`src/pipc_pkg.sv`:
```
`timescale 1ns / 1ps
// ----------------------------------------------------------------------------
// pipc_pkg: shared types for the point-in-convex-polygon tester
// Control and status bundles between the sequencer and the cross-product unit.
// ----------------------------------------------------------------------------
package pipc_pkg;

    // Step commands from the sequencer to the cross-product unit.
    typedef struct packed {
        logic start;   // capture the test point
        logic first;   // capture the first corner as the edge start
        logic load;    // form edge and point vectors, advance the edge start
        logic mul_a;   // first product: edge x times point vector y
        logic mul_b;   // second product: edge y times point vector x
    } pipc_ctrl_t;

    // Verdict of the current edge.
    typedef struct packed {
        logic skip;      // edge of zero length or point on the edge start
        logic positive;  // cross product strictly positive
    } pipc_stat_t;

endpackage

```
`src/pipc_in_if.sv`:
```
`timescale 1ns / 1ps
// ----------------------------------------------------------------------------
// pipc_in_if: request channel of the polygon tester
// Carries a corner store or a point test with a valid/ready handshake.
// ----------------------------------------------------------------------------
interface pipc_in_if #(
    parameter int SLOT_W     = 4,
    parameter int COORD_BITS = 16
);
    logic                         valid;
    logic                         ready;
    logic                         operation;
    logic [SLOT_W-1:0]            corner_slot;
    logic signed [COORD_BITS-1:0] coord_x;
    logic signed [COORD_BITS-1:0] coord_y;

    modport source (
        output valid, operation, corner_slot, coord_x, coord_y,
        input  ready
    );

    modport sink (
        input  valid, operation, corner_slot, coord_x, coord_y,
        output ready
    );
endinterface

```
`src/pipc_out_if.sv`:
```
`timescale 1ns / 1ps
// ----------------------------------------------------------------------------
// pipc_out_if: result channel of the polygon tester
// Carries the inside flag of one point test with a valid/ready handshake.
// ----------------------------------------------------------------------------
interface pipc_out_if;
    logic valid;
    logic ready;
    logic inside_res;

    modport source (
        output valid, inside_res,
        input  ready
    );

    modport sink (
        input  valid, inside_res,
        output ready
    );
endinterface

```
`src/pipc_store.sv`:
```
`timescale 1ns / 1ps
// ----------------------------------------------------------------------------
// pipc_store: corner table
// One write port and one read port with registered read data.
// ----------------------------------------------------------------------------
module pipc_store #(
    parameter int DEPTH      = 16,
    parameter int ADDR_W     = 4,
    parameter int COORD_BITS = 16
) (
    input  logic                         clk,
    input  logic                         wr_en,
    input  logic [ADDR_W-1:0]            wr_addr,
    input  logic signed [COORD_BITS-1:0] wr_x,
    input  logic signed [COORD_BITS-1:0] wr_y,
    input  logic [ADDR_W-1:0]            rd_addr,
    output logic signed [COORD_BITS-1:0] rd_x,
    output logic signed [COORD_BITS-1:0] rd_y
);

    logic [2*COORD_BITS-1:0] mem [DEPTH];
    logic [2*COORD_BITS-1:0] rd_data_reg;

    // Entries hold no reset value; the table is valid only once written.
    always_ff @(posedge clk)
    begin
        if (wr_en)
        begin
            mem[wr_addr] <= {wr_x, wr_y};
        end
        rd_data_reg <= mem[rd_addr];
    end

    assign rd_x = $signed(rd_data_reg[2*COORD_BITS-1:COORD_BITS]);
    assign rd_y = $signed(rd_data_reg[COORD_BITS-1:0]);

endmodule

```
`src/pipc_cross.sv`:
```
`timescale 1ns / 1ps
// ----------------------------------------------------------------------------
// pipc_cross: shared cross-product unit
// Forms edge and point vectors, then runs both products through one multiplier.
// ----------------------------------------------------------------------------
module pipc_cross
    import pipc_pkg::*;
#(
    parameter int COORD_BITS = 16
) (
    input  logic                         clk,
    input  pipc_ctrl_t                   ctrl,
    input  logic signed [COORD_BITS-1:0] pt_x,
    input  logic signed [COORD_BITS-1:0] pt_y,
    input  logic signed [COORD_BITS-1:0] cur_x,
    input  logic signed [COORD_BITS-1:0] cur_y,
    output pipc_stat_t                   stat
);

    localparam int DIFF_W = COORD_BITS + 1;
    localparam int PROD_W = 2 * DIFF_W;

    logic signed [COORD_BITS-1:0] pt_x_reg, pt_y_reg;
    logic signed [COORD_BITS-1:0] prev_x_reg, prev_y_reg;
    logic signed [DIFF_W-1:0]     ex_reg, ey_reg, vx_reg, vy_reg;
    logic signed [DIFF_W-1:0]     ex_next, ey_next, vx_next, vy_next;
    logic                         skip_reg, skip_next;
    logic signed [DIFF_W-1:0]     op_a, op_b;
    logic signed [PROD_W-1:0]     prod;
    logic signed [PROD_W-1:0]     prod_a_reg, prod_b_reg;

    // Differences are one bit wider than the coordinates, so they are exact.
    always_comb
    begin
        ex_next   = $signed({cur_x[COORD_BITS-1], cur_x})
                  - $signed({prev_x_reg[COORD_BITS-1], prev_x_reg});
        ey_next   = $signed({cur_y[COORD_BITS-1], cur_y})
                  - $signed({prev_y_reg[COORD_BITS-1], prev_y_reg});
        vx_next   = $signed({pt_x_reg[COORD_BITS-1], pt_x_reg})
                  - $signed({prev_x_reg[COORD_BITS-1], prev_x_reg});
        vy_next   = $signed({pt_y_reg[COORD_BITS-1], pt_y_reg})
                  - $signed({prev_y_reg[COORD_BITS-1], prev_y_reg});
        skip_next = ((ex_next == '0) && (ey_next == '0))
                 || ((vx_next == '0) && (vy_next == '0));
    end

    // The single multiplier takes its operands from the step being run.
    always_comb
    begin
        op_a = ctrl.mul_a ? ex_reg : ey_reg;
        op_b = ctrl.mul_a ? vy_reg : vx_reg;
        prod = op_a * op_b;
    end

    always_ff @(posedge clk)
    begin
        if (ctrl.start)
        begin
            pt_x_reg <= pt_x;
            pt_y_reg <= pt_y;
        end
        if (ctrl.first || ctrl.load)
        begin
            prev_x_reg <= cur_x;
            prev_y_reg <= cur_y;
        end
        if (ctrl.load)
        begin
            ex_reg   <= ex_next;
            ey_reg   <= ey_next;
            vx_reg   <= vx_next;
            vy_reg   <= vy_next;
            skip_reg <= skip_next;
        end
        if (ctrl.mul_a)
        begin
            prod_a_reg <= prod;
        end
        if (ctrl.mul_b)
        begin
            prod_b_reg <= prod;
        end
    end

    assign stat.skip     = skip_reg;
    assign stat.positive = (prod_a_reg > prod_b_reg);

endmodule

```
`src/point_in_convex_polygon_top.sv`:
```
`timescale 1ns / 1ps
// Sequence: a store to a slot inside the table is written on acceptance. A test
// transaction with n corners in use runs S_FIRST, then S_DIFF, S_MUL1, S_MUL2 and S_CMP
// for each edge, then S_DONE; an edge that rejects the point ends the walk early, and
// with no corners it goes straight to S_DONE, which waits for a free output register.
// One test runs at a time; the single shared multiplier forms both products in turn.
// Reset clears the corner count and the handshake state; the corner table is not cleared.
// ----------------------------------------------------------------------------
// point_in_convex_polygon_top: point-in-convex-polygon tester
// Keeps a table of polygon corners and tests points with a cross-product sign check.
// ----------------------------------------------------------------------------
module point_in_convex_polygon_top
    import pipc_pkg::*;
#(
    parameter int MAX_CORNERS = 16,
    parameter int COORD_BITS  = 16
) (
    input  logic                                 clk,
    input  logic                                 rst_n,
    pipc_in_if.sink                              req,
    pipc_out_if.source                           rsp,
    input  logic                                 cfg_wr_en,
    input  logic [$clog2(MAX_CORNERS + 1)-1:0]   cfg_wr_data
);

    localparam int ADDR_W = $clog2(MAX_CORNERS);
    localparam int CNT_W  = $clog2(MAX_CORNERS + 1);

    // Sequencer states. Each edge runs through DIFF, MUL1, MUL2 and CMP.
    typedef enum logic [6:0] {
        S_IDLE  = 7'b0000001,
        S_FIRST = 7'b0000010,
        S_DIFF  = 7'b0000100,
        S_MUL1  = 7'b0001000,
        S_MUL2  = 7'b0010000,
        S_CMP   = 7'b0100000,
        S_DONE  = 7'b1000000
    } state_t;

    state_t               state_reg, state_next;
    logic [CNT_W-1:0]     corner_count_reg;
    logic [CNT_W-1:0]     count_clamp;
    logic [CNT_W-1:0]     n_reg, n_next;
    logic [ADDR_W-1:0]    edge_reg, edge_next;
    logic [ADDR_W-1:0]    addr_reg, addr_next;
    logic                 res_reg, res_next;
    logic                 rsp_valid_reg, rsp_valid_next;
    logic                 rsp_res_reg, rsp_res_next;

    logic                 accept;
    logic                 store_wr_en;
    logic [CNT_W-1:0]     addr_inc;
    logic [ADDR_W-1:0]    next_corner;
    logic                 last_edge;
    logic                 edge_fail;
    logic signed [COORD_BITS-1:0] cur_x, cur_y;

    pipc_ctrl_t           ctrl;
    pipc_stat_t           stat;

    // ------------------------------------------------------------------------
    // Corner count register. A count above the table depth acts as the depth.
    // ------------------------------------------------------------------------
    always_ff @(posedge clk or negedge rst_n)
    begin
        if (!rst_n)
        begin
            corner_count_reg <= '0;
        end
        else if (cfg_wr_en)
        begin
            corner_count_reg <= cfg_wr_data;
        end
    end

    assign count_clamp = (corner_count_reg > CNT_W'(MAX_CORNERS))
                       ? CNT_W'(MAX_CORNERS) : corner_count_reg;

    // ------------------------------------------------------------------------
    // Handshake. Requests are taken only when the sequencer is idle; a finished
    // result may still wait in the output register meanwhile.
    // ------------------------------------------------------------------------
    assign req.ready      = (state_reg == S_IDLE);
    assign accept         = req.valid && req.ready;
    assign store_wr_en    = accept && !req.operation
                         && (CNT_W'(req.corner_slot) < CNT_W'(MAX_CORNERS));
    assign rsp.valid      = rsp_valid_reg;
    assign rsp.inside_res = rsp_res_reg;

    // Walking the corners: the edge end follows the edge start, wrapping at n.
    assign addr_inc    = CNT_W'(addr_reg) + CNT_W'(1);
    assign next_corner = (addr_inc == n_reg) ? '0 : addr_inc[ADDR_W-1:0];
    assign last_edge   = ((CNT_W'(edge_reg) + CNT_W'(1)) == n_reg);

    // An edge that cannot be judged never rejects the point; a cross product of
    // zero or less does.
    assign edge_fail   = !stat.skip && !stat.positive;

    always_comb
    begin
        state_next     = state_reg;
        n_next         = n_reg;
        edge_next      = edge_reg;
        addr_next      = addr_reg;
        res_next       = res_reg;
        rsp_valid_next = rsp_valid_reg;
        rsp_res_next   = rsp_res_reg;
        ctrl           = '0;

        if (rsp_valid_reg && rsp.ready)
        begin
            rsp_valid_next = 1'b0;
        end

        unique case (state_reg)
            S_IDLE:
            begin
                if (accept && req.operation)
                begin
                    ctrl.start = 1'b1;
                    n_next     = count_clamp;
                    edge_next  = '0;
                    addr_next  = '0;
                    if (count_clamp == '0)
                    begin
                        // An empty polygon holds every point.
                        res_next   = 1'b1;
                        state_next = S_DONE;
                    end
                    else
                    begin
                        state_next = S_FIRST;
                    end
                end
            end
            S_FIRST:
            begin
                ctrl.first = 1'b1;
                addr_next  = next_corner;
                state_next = S_DIFF;
            end
            S_DIFF:
            begin
                ctrl.load  = 1'b1;
                state_next = S_MUL1;
            end
            S_MUL1:
            begin
                ctrl.mul_a = 1'b1;
                state_next = S_MUL2;
            end
            S_MUL2:
            begin
                ctrl.mul_b = 1'b1;
                state_next = S_CMP;
            end
            S_CMP:
            begin
                if (edge_fail || last_edge)
                begin
                    res_next   = !edge_fail;
                    state_next = S_DONE;
                end
                else
                begin
                    edge_next  = edge_reg + ADDR_W'(1);
                    addr_next  = next_corner;
                    state_next = S_DIFF;
                end
            end
            S_DONE:
            begin
                if (!rsp_valid_reg || rsp.ready)
                begin
                    rsp_valid_next = 1'b1;
                    rsp_res_next   = res_reg;
                    state_next     = S_IDLE;
                end
            end
            default:
            begin
                state_next = S_IDLE;
            end
        endcase
    end

    always_ff @(posedge clk or negedge rst_n)
    begin
        if (!rst_n)
        begin
            state_reg     <= S_IDLE;
            rsp_valid_reg <= 1'b0;
        end
        else
        begin
            state_reg     <= state_next;
            rsp_valid_reg <= rsp_valid_next;
        end
    end

    always_ff @(posedge clk)
    begin
        n_reg       <= n_next;
        edge_reg    <= edge_next;
        addr_reg    <= addr_next;
        res_reg     <= res_next;
        rsp_res_reg <= rsp_res_next;
    end

    // ------------------------------------------------------------------------
    // Corner table. The read address is the next address, so the registered
    // read data always shows the corner at addr_reg.
    // ------------------------------------------------------------------------
    pipc_store #(
        .DEPTH      (MAX_CORNERS),
        .ADDR_W     (ADDR_W),
        .COORD_BITS (COORD_BITS)
    ) u_store (
        .clk     (clk),
        .wr_en   (store_wr_en),
        .wr_addr (req.corner_slot),
        .wr_x    (req.coord_x),
        .wr_y    (req.coord_y),
        .rd_addr (addr_next),
        .rd_x    (cur_x),
        .rd_y    (cur_y)
    );

    // ------------------------------------------------------------------------
    // Shared cross-product unit.
    // ------------------------------------------------------------------------
    pipc_cross #(
        .COORD_BITS (COORD_BITS)
    ) u_cross (
        .clk   (clk),
        .ctrl  (ctrl),
        .pt_x  (req.coord_x),
        .pt_y  (req.coord_y),
        .cur_x (cur_x),
        .cur_y (cur_y),
        .stat  (stat)
    );

    // ------------------------------------------------------------------------
    // Assertions.
    // ------------------------------------------------------------------------
    // A store transaction never produces a result.
    a_store_no_result: assert property (@(posedge clk) disable iff (!rst_n)
        (accept && !req.operation) |=> !$rose(rsp_valid_reg))
        else $error("result raised after a store transaction");

    // A test transaction makes the block busy in the next cycle.
    a_test_busy: assert property (@(posedge clk) disable iff (!rst_n)
        (accept && req.operation) |=> !req.ready)
        else $error("block still ready after accepting a test transaction");

    // The edge counter stays below the corner count while edges are judged.
    a_edge_range: assert property (@(posedge clk) disable iff (!rst_n)
        (state_reg == S_CMP) |-> (CNT_W'(edge_reg) < n_reg))
        else $error("edge counter beyond the corner count");

endmodule
```
`src/flat_wrapper.sv`:
```
// flat-port wrapper written by rule: the top's interface ports become plain ports
module point_in_convex_polygon_top_flat import pipc_pkg::*;
#(
    parameter int MAX_CORNERS = 16,
    parameter int COORD_BITS  = 16
)
  (clk, rst_n, cfg_wr_en, cfg_wr_data, req_valid, req_operation, req_corner_slot, req_coord_x, req_coord_y, req_ready, rsp_valid, rsp_inside_res, rsp_ready);
  pipc_in_if #(.COORD_BITS(COORD_BITS)) req_i ();
  pipc_out_if rsp_i ();
  input  logic clk;
  input  logic rst_n;
  input  logic cfg_wr_en;
  input  logic [$clog2(MAX_CORNERS + 1)-1:0] cfg_wr_data;
  input wire logic [$bits(req_i.valid)-1:0] req_valid;
  input wire logic [$bits(req_i.operation)-1:0] req_operation;
  input wire logic [$bits(req_i.corner_slot)-1:0] req_corner_slot;
  input wire logic [$bits(req_i.coord_x)-1:0] req_coord_x;
  input wire logic [$bits(req_i.coord_y)-1:0] req_coord_y;
  output wire logic [$bits(req_i.ready)-1:0] req_ready;
  output wire logic [$bits(rsp_i.valid)-1:0] rsp_valid;
  output wire logic [$bits(rsp_i.inside_res)-1:0] rsp_inside_res;
  input wire logic [$bits(rsp_i.ready)-1:0] rsp_ready;
  assign req_i.valid = req_valid;
  assign req_i.operation = req_operation;
  assign req_i.corner_slot = req_corner_slot;
  assign req_i.coord_x = req_coord_x;
  assign req_i.coord_y = req_coord_y;
  assign req_ready = req_i.ready;
  assign rsp_valid = rsp_i.valid;
  assign rsp_inside_res = rsp_i.inside_res;
  assign rsp_i.ready = rsp_ready;
  point_in_convex_polygon_top #(.MAX_CORNERS(MAX_CORNERS), .COORD_BITS(COORD_BITS)) u_core (.clk(clk), .rst_n(rst_n), .req(req_i), .rsp(rsp_i), .cfg_wr_en(cfg_wr_en), .cfg_wr_data(cfg_wr_data));
endmodule
```
`config.mk`:
```
export PLATFORM = sky130hd
export DESIGN_NAME = point_in_convex_polygon_top_flat
export DESIGN_NICKNAME = d
export VERILOG_FILES = /design/src/pipc_pkg.sv /design/src/pipc_in_if.sv /design/src/pipc_out_if.sv /design/src/pipc_store.sv /design/src/pipc_cross.sv /design/src/point_in_convex_polygon_top.sv /design/src/flat_wrapper.sv
export SDC_FILE = /design/constraint.sdc
export NUM_CORES = 2
export LEC_CHECK = 0
export BUFFER_PORTS_ARGS = -buffer_cell sky130_fd_sc_hd__buf_2
export CORE_UTILIZATION = 55
export CTS_BUF_LIST = sky130_fd_sc_hd__clkbuf_4 sky130_fd_sc_hd__clkbuf_8
export CTS_CLUSTER_SIZE = 8
export DETAILED_ROUTE_END_ITERATION = 10
export PLACE_DENSITY_LB_ADDON = 0.08
export SLEW_MARGIN = 20
export SYNTH_ARGS = -nofsm -noshare
export SYNTH_HDL_FRONTEND = slang
export SYNTH_SLANG_ARGS = --single-unit
export TNS_END_PERCENT = 100
```
`constraint.sdc`:
```
create_clock -name clk -period 9.5 [get_ports clk]
set_input_delay 0.95 -clock clk [delete_from_list [all_inputs] [get_ports clk]]
set_output_delay 0.95 -clock clk [all_outputs]
set_load 0.02 [all_outputs]
```
Word level (Yosys, flattened, before mapping)
Memories as Yosys holds them, arrays and structs flattened. A register that Yosys moved wholly into a read port is not among the register bits.
Index checks and enable logic that the tools add are counted.
W data, S select, Z words.
{"block": "word_totals", "register_bits": 229, "mem_bits_rw": 512, "input_bits": 47, "out_inout_bits": 3, "word_cells": 101, "memories": 1}
{"block": "op_classes", "add_sub_neg": 7, "multipliers": 1, "order_cmp": 2, "eq_ne": 14, "muxes": 30, "reduce_logical": 27}
{"memory": "u_core.u_store.mem", "words": 16, "width": 32, "rd": 1, "rd_ports_with_merged_regs": 1, "write_ports": 1, "line": "pipc_store.sv:21", "rtl": "logic [2*COORD_BITS-1:0] mem [DEPTH];"}
{"op": "$logic_not A17 Y1", "n": 4}
{"op": "$sub A16 B16 Y17", "n": 4}
{"op": "$pmux W7 S7", "n": 1}
{"op": "$gt A34 B34 Y1", "n": 1}
{"op": "$mul A17 B17 Y34", "n": 1}
{"op": "$mux W17", "n": 2}
{"op": "$mux W7", "n": 4}
{"op": "$mux W4", "n": 5}
{"op": "$mux W1", "n": 14}
{"op": "$pmux W4 S3", "n": 1}
{"op": "$add A4 B1 Y5 const B", "n": 2}
{"op": "$eq A5 B5 Y1", "n": 2}
{"op": "$pmux W4 S2", "n": 1}
{"op": "$eq A7 B1 Y1 const B", "n": 1}
{"op": "$eq A7 B2 Y1 const B", "n": 1}
{"op": "$eq A7 B3 Y1 const B", "n": 1}
{"op": "$eq A7 B4 Y1 const B", "n": 1}
{"op": "$eq A7 B5 Y1 const B", "n": 1}
{"op": "$eq A7 B6 Y1 const B", "n": 1}
{"op": "$eq A7 B7 Y1 const B", "n": 1}
{"op": "$logic_and A1 B1 Y1", "n": 7}
{"op": "$ne A2 B2 Y1 const B", "n": 3}
{"op": "$reduce_and A2 Y1", "n": 3}
{"op": "$gt A5 B5 Y1 const B", "n": 1}
{"op": "10 further kinds", "n": 18}

Depth between registers and ports, before layout
{"block": "logic_depth", "word_depth": 6, "mapped_depth": 33, "depth_no_buf": 29}

Cells and area by module
A second synthesis with hierarchy kept.
{"block": "unflattened", "hier_cells": 2991, "hier_area_um2": 42614.6}
{"module": "pipc_cross", "instances": 1, "cells_each": 2015, "area_each_um2": 21219.1, "seq_area_each_um2": 6035.8}
{"module": "pipc_store", "instances": 1, "cells_each": 838, "area_each_um2": 19835.3, "seq_area_each_um2": 16015.4}
{"module": "point_in_convex_polygon_top", "instances": 1, "cells_each": 138, "area_each_um2": 1560.2, "seq_area_each_um2": 737.0}

Least setup slack after synthesis
No wires, ideal clock.
{"block": "synth_timing", "path_type": "register -> register", "start": "register u_core.state_reg[5]", "end": "register u_core.u_cross.prod_a_reg[30] (data pin)", "setup_ns": 0.264, "arrival_ns": 8.397, "required_time_ns": 9.236, "setup_slack_ns": 0.839, "stages_incl_launch_ff": 29, "path_buffers": 3, "period_less_slack_ns": 8.661, "cell_sequence": "dfrtp_1 -> nor3_1 -> and4b_1 -> clkbuf_1 -> clkbuf_1 -> buf_1 -> mux2i_1 -> nor2_1 -> fa_1 -> inv_1 -> fa_1 -> inv_1 -> fa_1 -> fa_1 -> fa_1 -> inv_1 -> fa_1 -> inv_1 -> ha_1 -> and3_1 -> a21oi_1 -> a31oi_1 -> a41oi_1 -> a21oi_1 -> a211o_1 -> a31oi_1 -> nand2b_1 -> a21oi_1 -> xnor2_1"}
{"block": "synth_via", "elab_chain_cells": 4, "elab_cells_between_ends": 5, "classes_between": "mul (1); eq/ne (1); mux (3)"}
{"item": "from (decl)", "line": "point_in_convex_polygon_top.sv:40", "rtl": "state_t state_reg, state_next;"}
{"item": "from (signal assigned)", "line": "point_in_convex_polygon_top.sv:196", "rtl": "state_reg <= state_next;"}
{"item": "$eq A7 B4 Y1 *", "line": "point_in_convex_polygon_top.sv:115", "rtl": "unique case (state_reg)"}
{"item": "$mux W1 *", "line": "point_in_convex_polygon_top.sv:115"}
{"item": "$mux W17, on equally long branches", "line": "pipc_cross.sv:50, pipc_cross.sv:51"}
{"item": "$mul A17 B17 Y34 *", "line": "pipc_cross.sv:52", "rtl": "prod = op_a * op_b;"}
{"item": "named net u_core.u_cross.prod[30]", "line": "pipc_cross.sv:29", "rtl": "logic signed [PROD_W-1:0] prod;"}
{"item": "to (signal assigned)", "line": "pipc_cross.sv:77", "rtl": "prod_a_reg <= prod;"}
{"item": "to (decl)", "line": "pipc_cross.sv:30", "rtl": "logic signed [PROD_W-1:0] prod_a_reg, prod_b_reg;"}
The timed path passes the listed nets; every way through them passes the cells marked *.
A chain may end at the register's enable or synchronous reset.

Worst setup path after layout
{"block": "layout_timing", "start": "register u_core.state_reg[5]", "end": "register u_core.u_cross.prod_b_reg[33] (data pin)"}
{"block": "layout_via", "elab_chain_cells": 4, "elab_cells_between_ends": 5, "classes_between": "mul (1); eq/ne (1); mux (3)"}
{"item": "$eq A7 B4 Y1 *", "line": "point_in_convex_polygon_top.sv:115"}
{"item": "$mux W1 *", "line": "point_in_convex_polygon_top.sv:115"}
{"item": "$mux W17, on equally long branches", "line": "pipc_cross.sv:50, pipc_cross.sv:51"}
{"item": "$mul A17 B17 Y34 *", "line": "pipc_cross.sv:52"}
{"item": "named net u_core.u_cross.prod[33]", "line": "pipc_cross.sv:29"}
{"item": "to (signal assigned)", "line": "pipc_cross.sv:81", "rtl": "prod_b_reg <= prod;"}
{"item": "to (decl)", "line": "pipc_cross.sv:30"}
Marked as above.

==> reports/summary.txt <==
Status: complete, no violations
Dpl cells: 4015
Area contributors post-synth: edfxtp_1 52%, fa_1 14%, mux4_2 6.8%
Crit Reg-Reg Startpoint: u_core.state_reg[5]
YS warnings: 0
Drt pass-1 iters: 5
Antenna violations before repair: 2
Drt wl/cell: 24.0 um
Crit path largest cell delay: 0.79 ns
Final Skew: 0.0821 ns
Top Ports: 50
Tightest Hold Check Type: in2async
RSZ-0062 raised after global routing: false
Delay-heaviest family, CP: adder cells
Die footprint: 77800 um^2
Required time of the critical path: 9.94 ns
VDD IR max: 0.195 mV
Synth top cells by count: 724 x edfxtp_1, 419 x inv_1, 300 x fa_1
Synthesized cell area: 42200 um^2
Grt met2 use: 45.5%
Worst-margin pin slew: 1.02 ns
Setup repair bufs after CTS: 0
Worst r2r path cells: 25
Largest net degree at the start of global routing: 130
FF-to-FF End: u_core.u_cross.prod_b_reg[33]
Core area: 75900 um^2
Max reg flops: 512
Chip height: 279 um
Leakage power: 0.0181 uW
Clock Latency Late Sink: 0.79 ns
Compound-Gate Fraction of Synth Area: 4.84%
Final-report max-slew violation count: 0
Layout cells sized above 1: 16.6%
Depth of the CTS H-tree: 3
Final Setup Violations: 0
Post-synth EDFFs: 724
Relative slew margins: 32.1%
Netlist cell types: 82
Sequential share of the synthesized area: 54.0%
Gr busiest metal: met2
Cells after synthesis: 2950
Cell mode on critical path: fa_1
Yosys reg bits: 773
Setup TNS: 0 ns
Max frequency: 113 MHz
Detailed Route Iter0 Violations: 1697
Total wire length: 102 mm
Most numerous cell in the Yosys netlist: edfxtp_1
XOR/XNOR Fraction of Synth Area: 1.77%
# rows: 101
Residual DRC: 0
Slowest stage cell, crit path: mux2i_1
Die W: 279 um
Clock Tree Buf Depth: 3
Port bufs: 49
Remaining antenna violation count: 0
Final hold violations: 0
P&R area growth vs syn: 10.9%
First-pass GRT wire length: 154 mm
Post-synthesis simple-gate area fraction: 6.62%
Overflow after GRT: 0
Fin cells: 4240
Vias/cell: 5.70
Vias in the first global route: 25403
Setup crit end kind: register
DP Wirelength: 70.2 mm
Met1 GRT Util: 36.2%
Most used DFF post-synth: edfxtp_1
Post-synthesis mux area share: 8.58%
Clock transition at the registers of the reported paths: 0.07 ns
CTS Buf Count: 121
Syn Area/Cell: 14.3 um^2
Worst-path fanout max: 28
CTS root buf: clkbuf_8
Area leader, netlist: edfxtp_1
Resized cells post-CTS: 0
WP buf/inv: 2
Total clock sinks: 773
Layout Nets: 3640
Post-Synth Adder-Cell Area: 19.7%
Ys async rst share: 1.68%
Main combinational cell family by area after synthesis: adder cells
Final worst-path cycle share: 93.2%
CTS tree: done
Met3 Usage GRT: 3.18%
Synthesized net count: 3482
Worst EP arrival: 9.29 ns
Crit start category: register
Reg-to-reg slack, setup: 0.65 ns
Crit path kind: reg2reg
Pwr dens: 243 nW/um^2
DR vias: 24169
Hold_buf cts: 0
RD Place Congestion: 0.950
Yosys top cell area share: 51.6%
Total track usage: 26.8%
Max-cap violations: 0
Fin crit period: 8.85 ns
Starting density of the core: 55.5%
metrics by stage:
stage / hold WS [ns] / cell area [um^2] / utilization [%] / setup WS (ns) / total power (uW)
2_1_floorplan: 0.400 / 42200 / - / 0.839 / 7410
3_3_place_gp: 0.411 / 44100 / 58.0 / 1.01 / 8360
3_5_place_dp: 0.431 / 44100 / 58.1 / 0.618 / 8450
4_1_cts: 0.0378 / 46800 / 61.6 / 0.623 / 11500
5_1_grt: 0.0782 / 46800 / 61.6 / 0.150 / 12000
6_report: 0.0983 / 46800 / 61.6 / 0.649 / 11400
cell type report:
class | count | area (um^2)
Clock buffer | 200 | 2380
Fill cell | 5800 | 29200
Inverter | 419 | 1580
Clock inverter | 24 | 303
Multi-Input combinational cell | 1684 | 17700
Timing Repair Buffer | 109 | 733
Tap cell | 1030 | 1290
Sequential cell | 773 | 22800
Antenna cell | 1 | 2.50
where the power goes:
group,internal (uW),switching [uW],leakage (uW),total (uW)
clock,1680,1330,0.00143,3010
sequential,4230,90.3,0.00698,4320
combinational,1740,2300,0.00966,4040
metal layers:
| layer | part of all wire, % | wire length, um | up-vias |
|---|---|---|---|
| met1 | 43 | 43200 | 12526 |
| li1 | - | - | 10839 |
| met2 | 50 | 50800 | 629 |
| met3 | 4.4 | 4430 | 173 |
| met5 | 0.0098 | 10 | - |
| met4 | 3.1 | 3160 | 2 |
worst reg2reg max path: cells and delay by family, from the launching register on:
kind            cells  cell delay, ns
compound gates      9            2.31
mux                 1            0.82
xor+xnor            1            0.12
flops               1            0.41
buf+inv             2            0.11
simple gates        5            1.90
fa+ha+maj           7            2.90
layout by cell type, fill, tap and decap left out, drive strengths merged, types with 69 or more instances in the layout:
cell type	netlist	routed
edfxtp	724	724
inv	419	424
fa	300	300
nor2	234	234
nand2	211	211
clkbuf	54	200
ha	185	185
mux4	128	128
buf	20	109
xnor2	69	69
worst max path at each step:
stage,from,endpoint,slack (ns),depth (start not counted)
floorplan,u_core.state_reg[5],u_core.u_cross.prod_a_reg[30],0.84,28
global placement,u_core.state_reg[5],u_core.u_cross.prod_a_reg[33],1.01,25
detailed placement,u_core.state_reg[5],u_core.u_cross.prod_b_reg[33],0.62,25
CTS,u_core.state_reg[5],u_core.u_cross.prod_b_reg[33],0.62,25
global route,u_core.state_reg[5],u_core.u_cross.prod_b_reg[33],0.15,25
finish,u_core.state_reg[5],u_core.u_cross.prod_b_reg[33],0.65,25
kinds of logic after synthesis:
kind of cell	count (synthesis)
and+or+nand+nor	618
muxes	197
buffers and inverters	493
adders and majority gates	485
AOI/OAI and AO/OA	299
xor gates and xnor gates	85
DFF	773
Power figures use the tool's default switching activity.
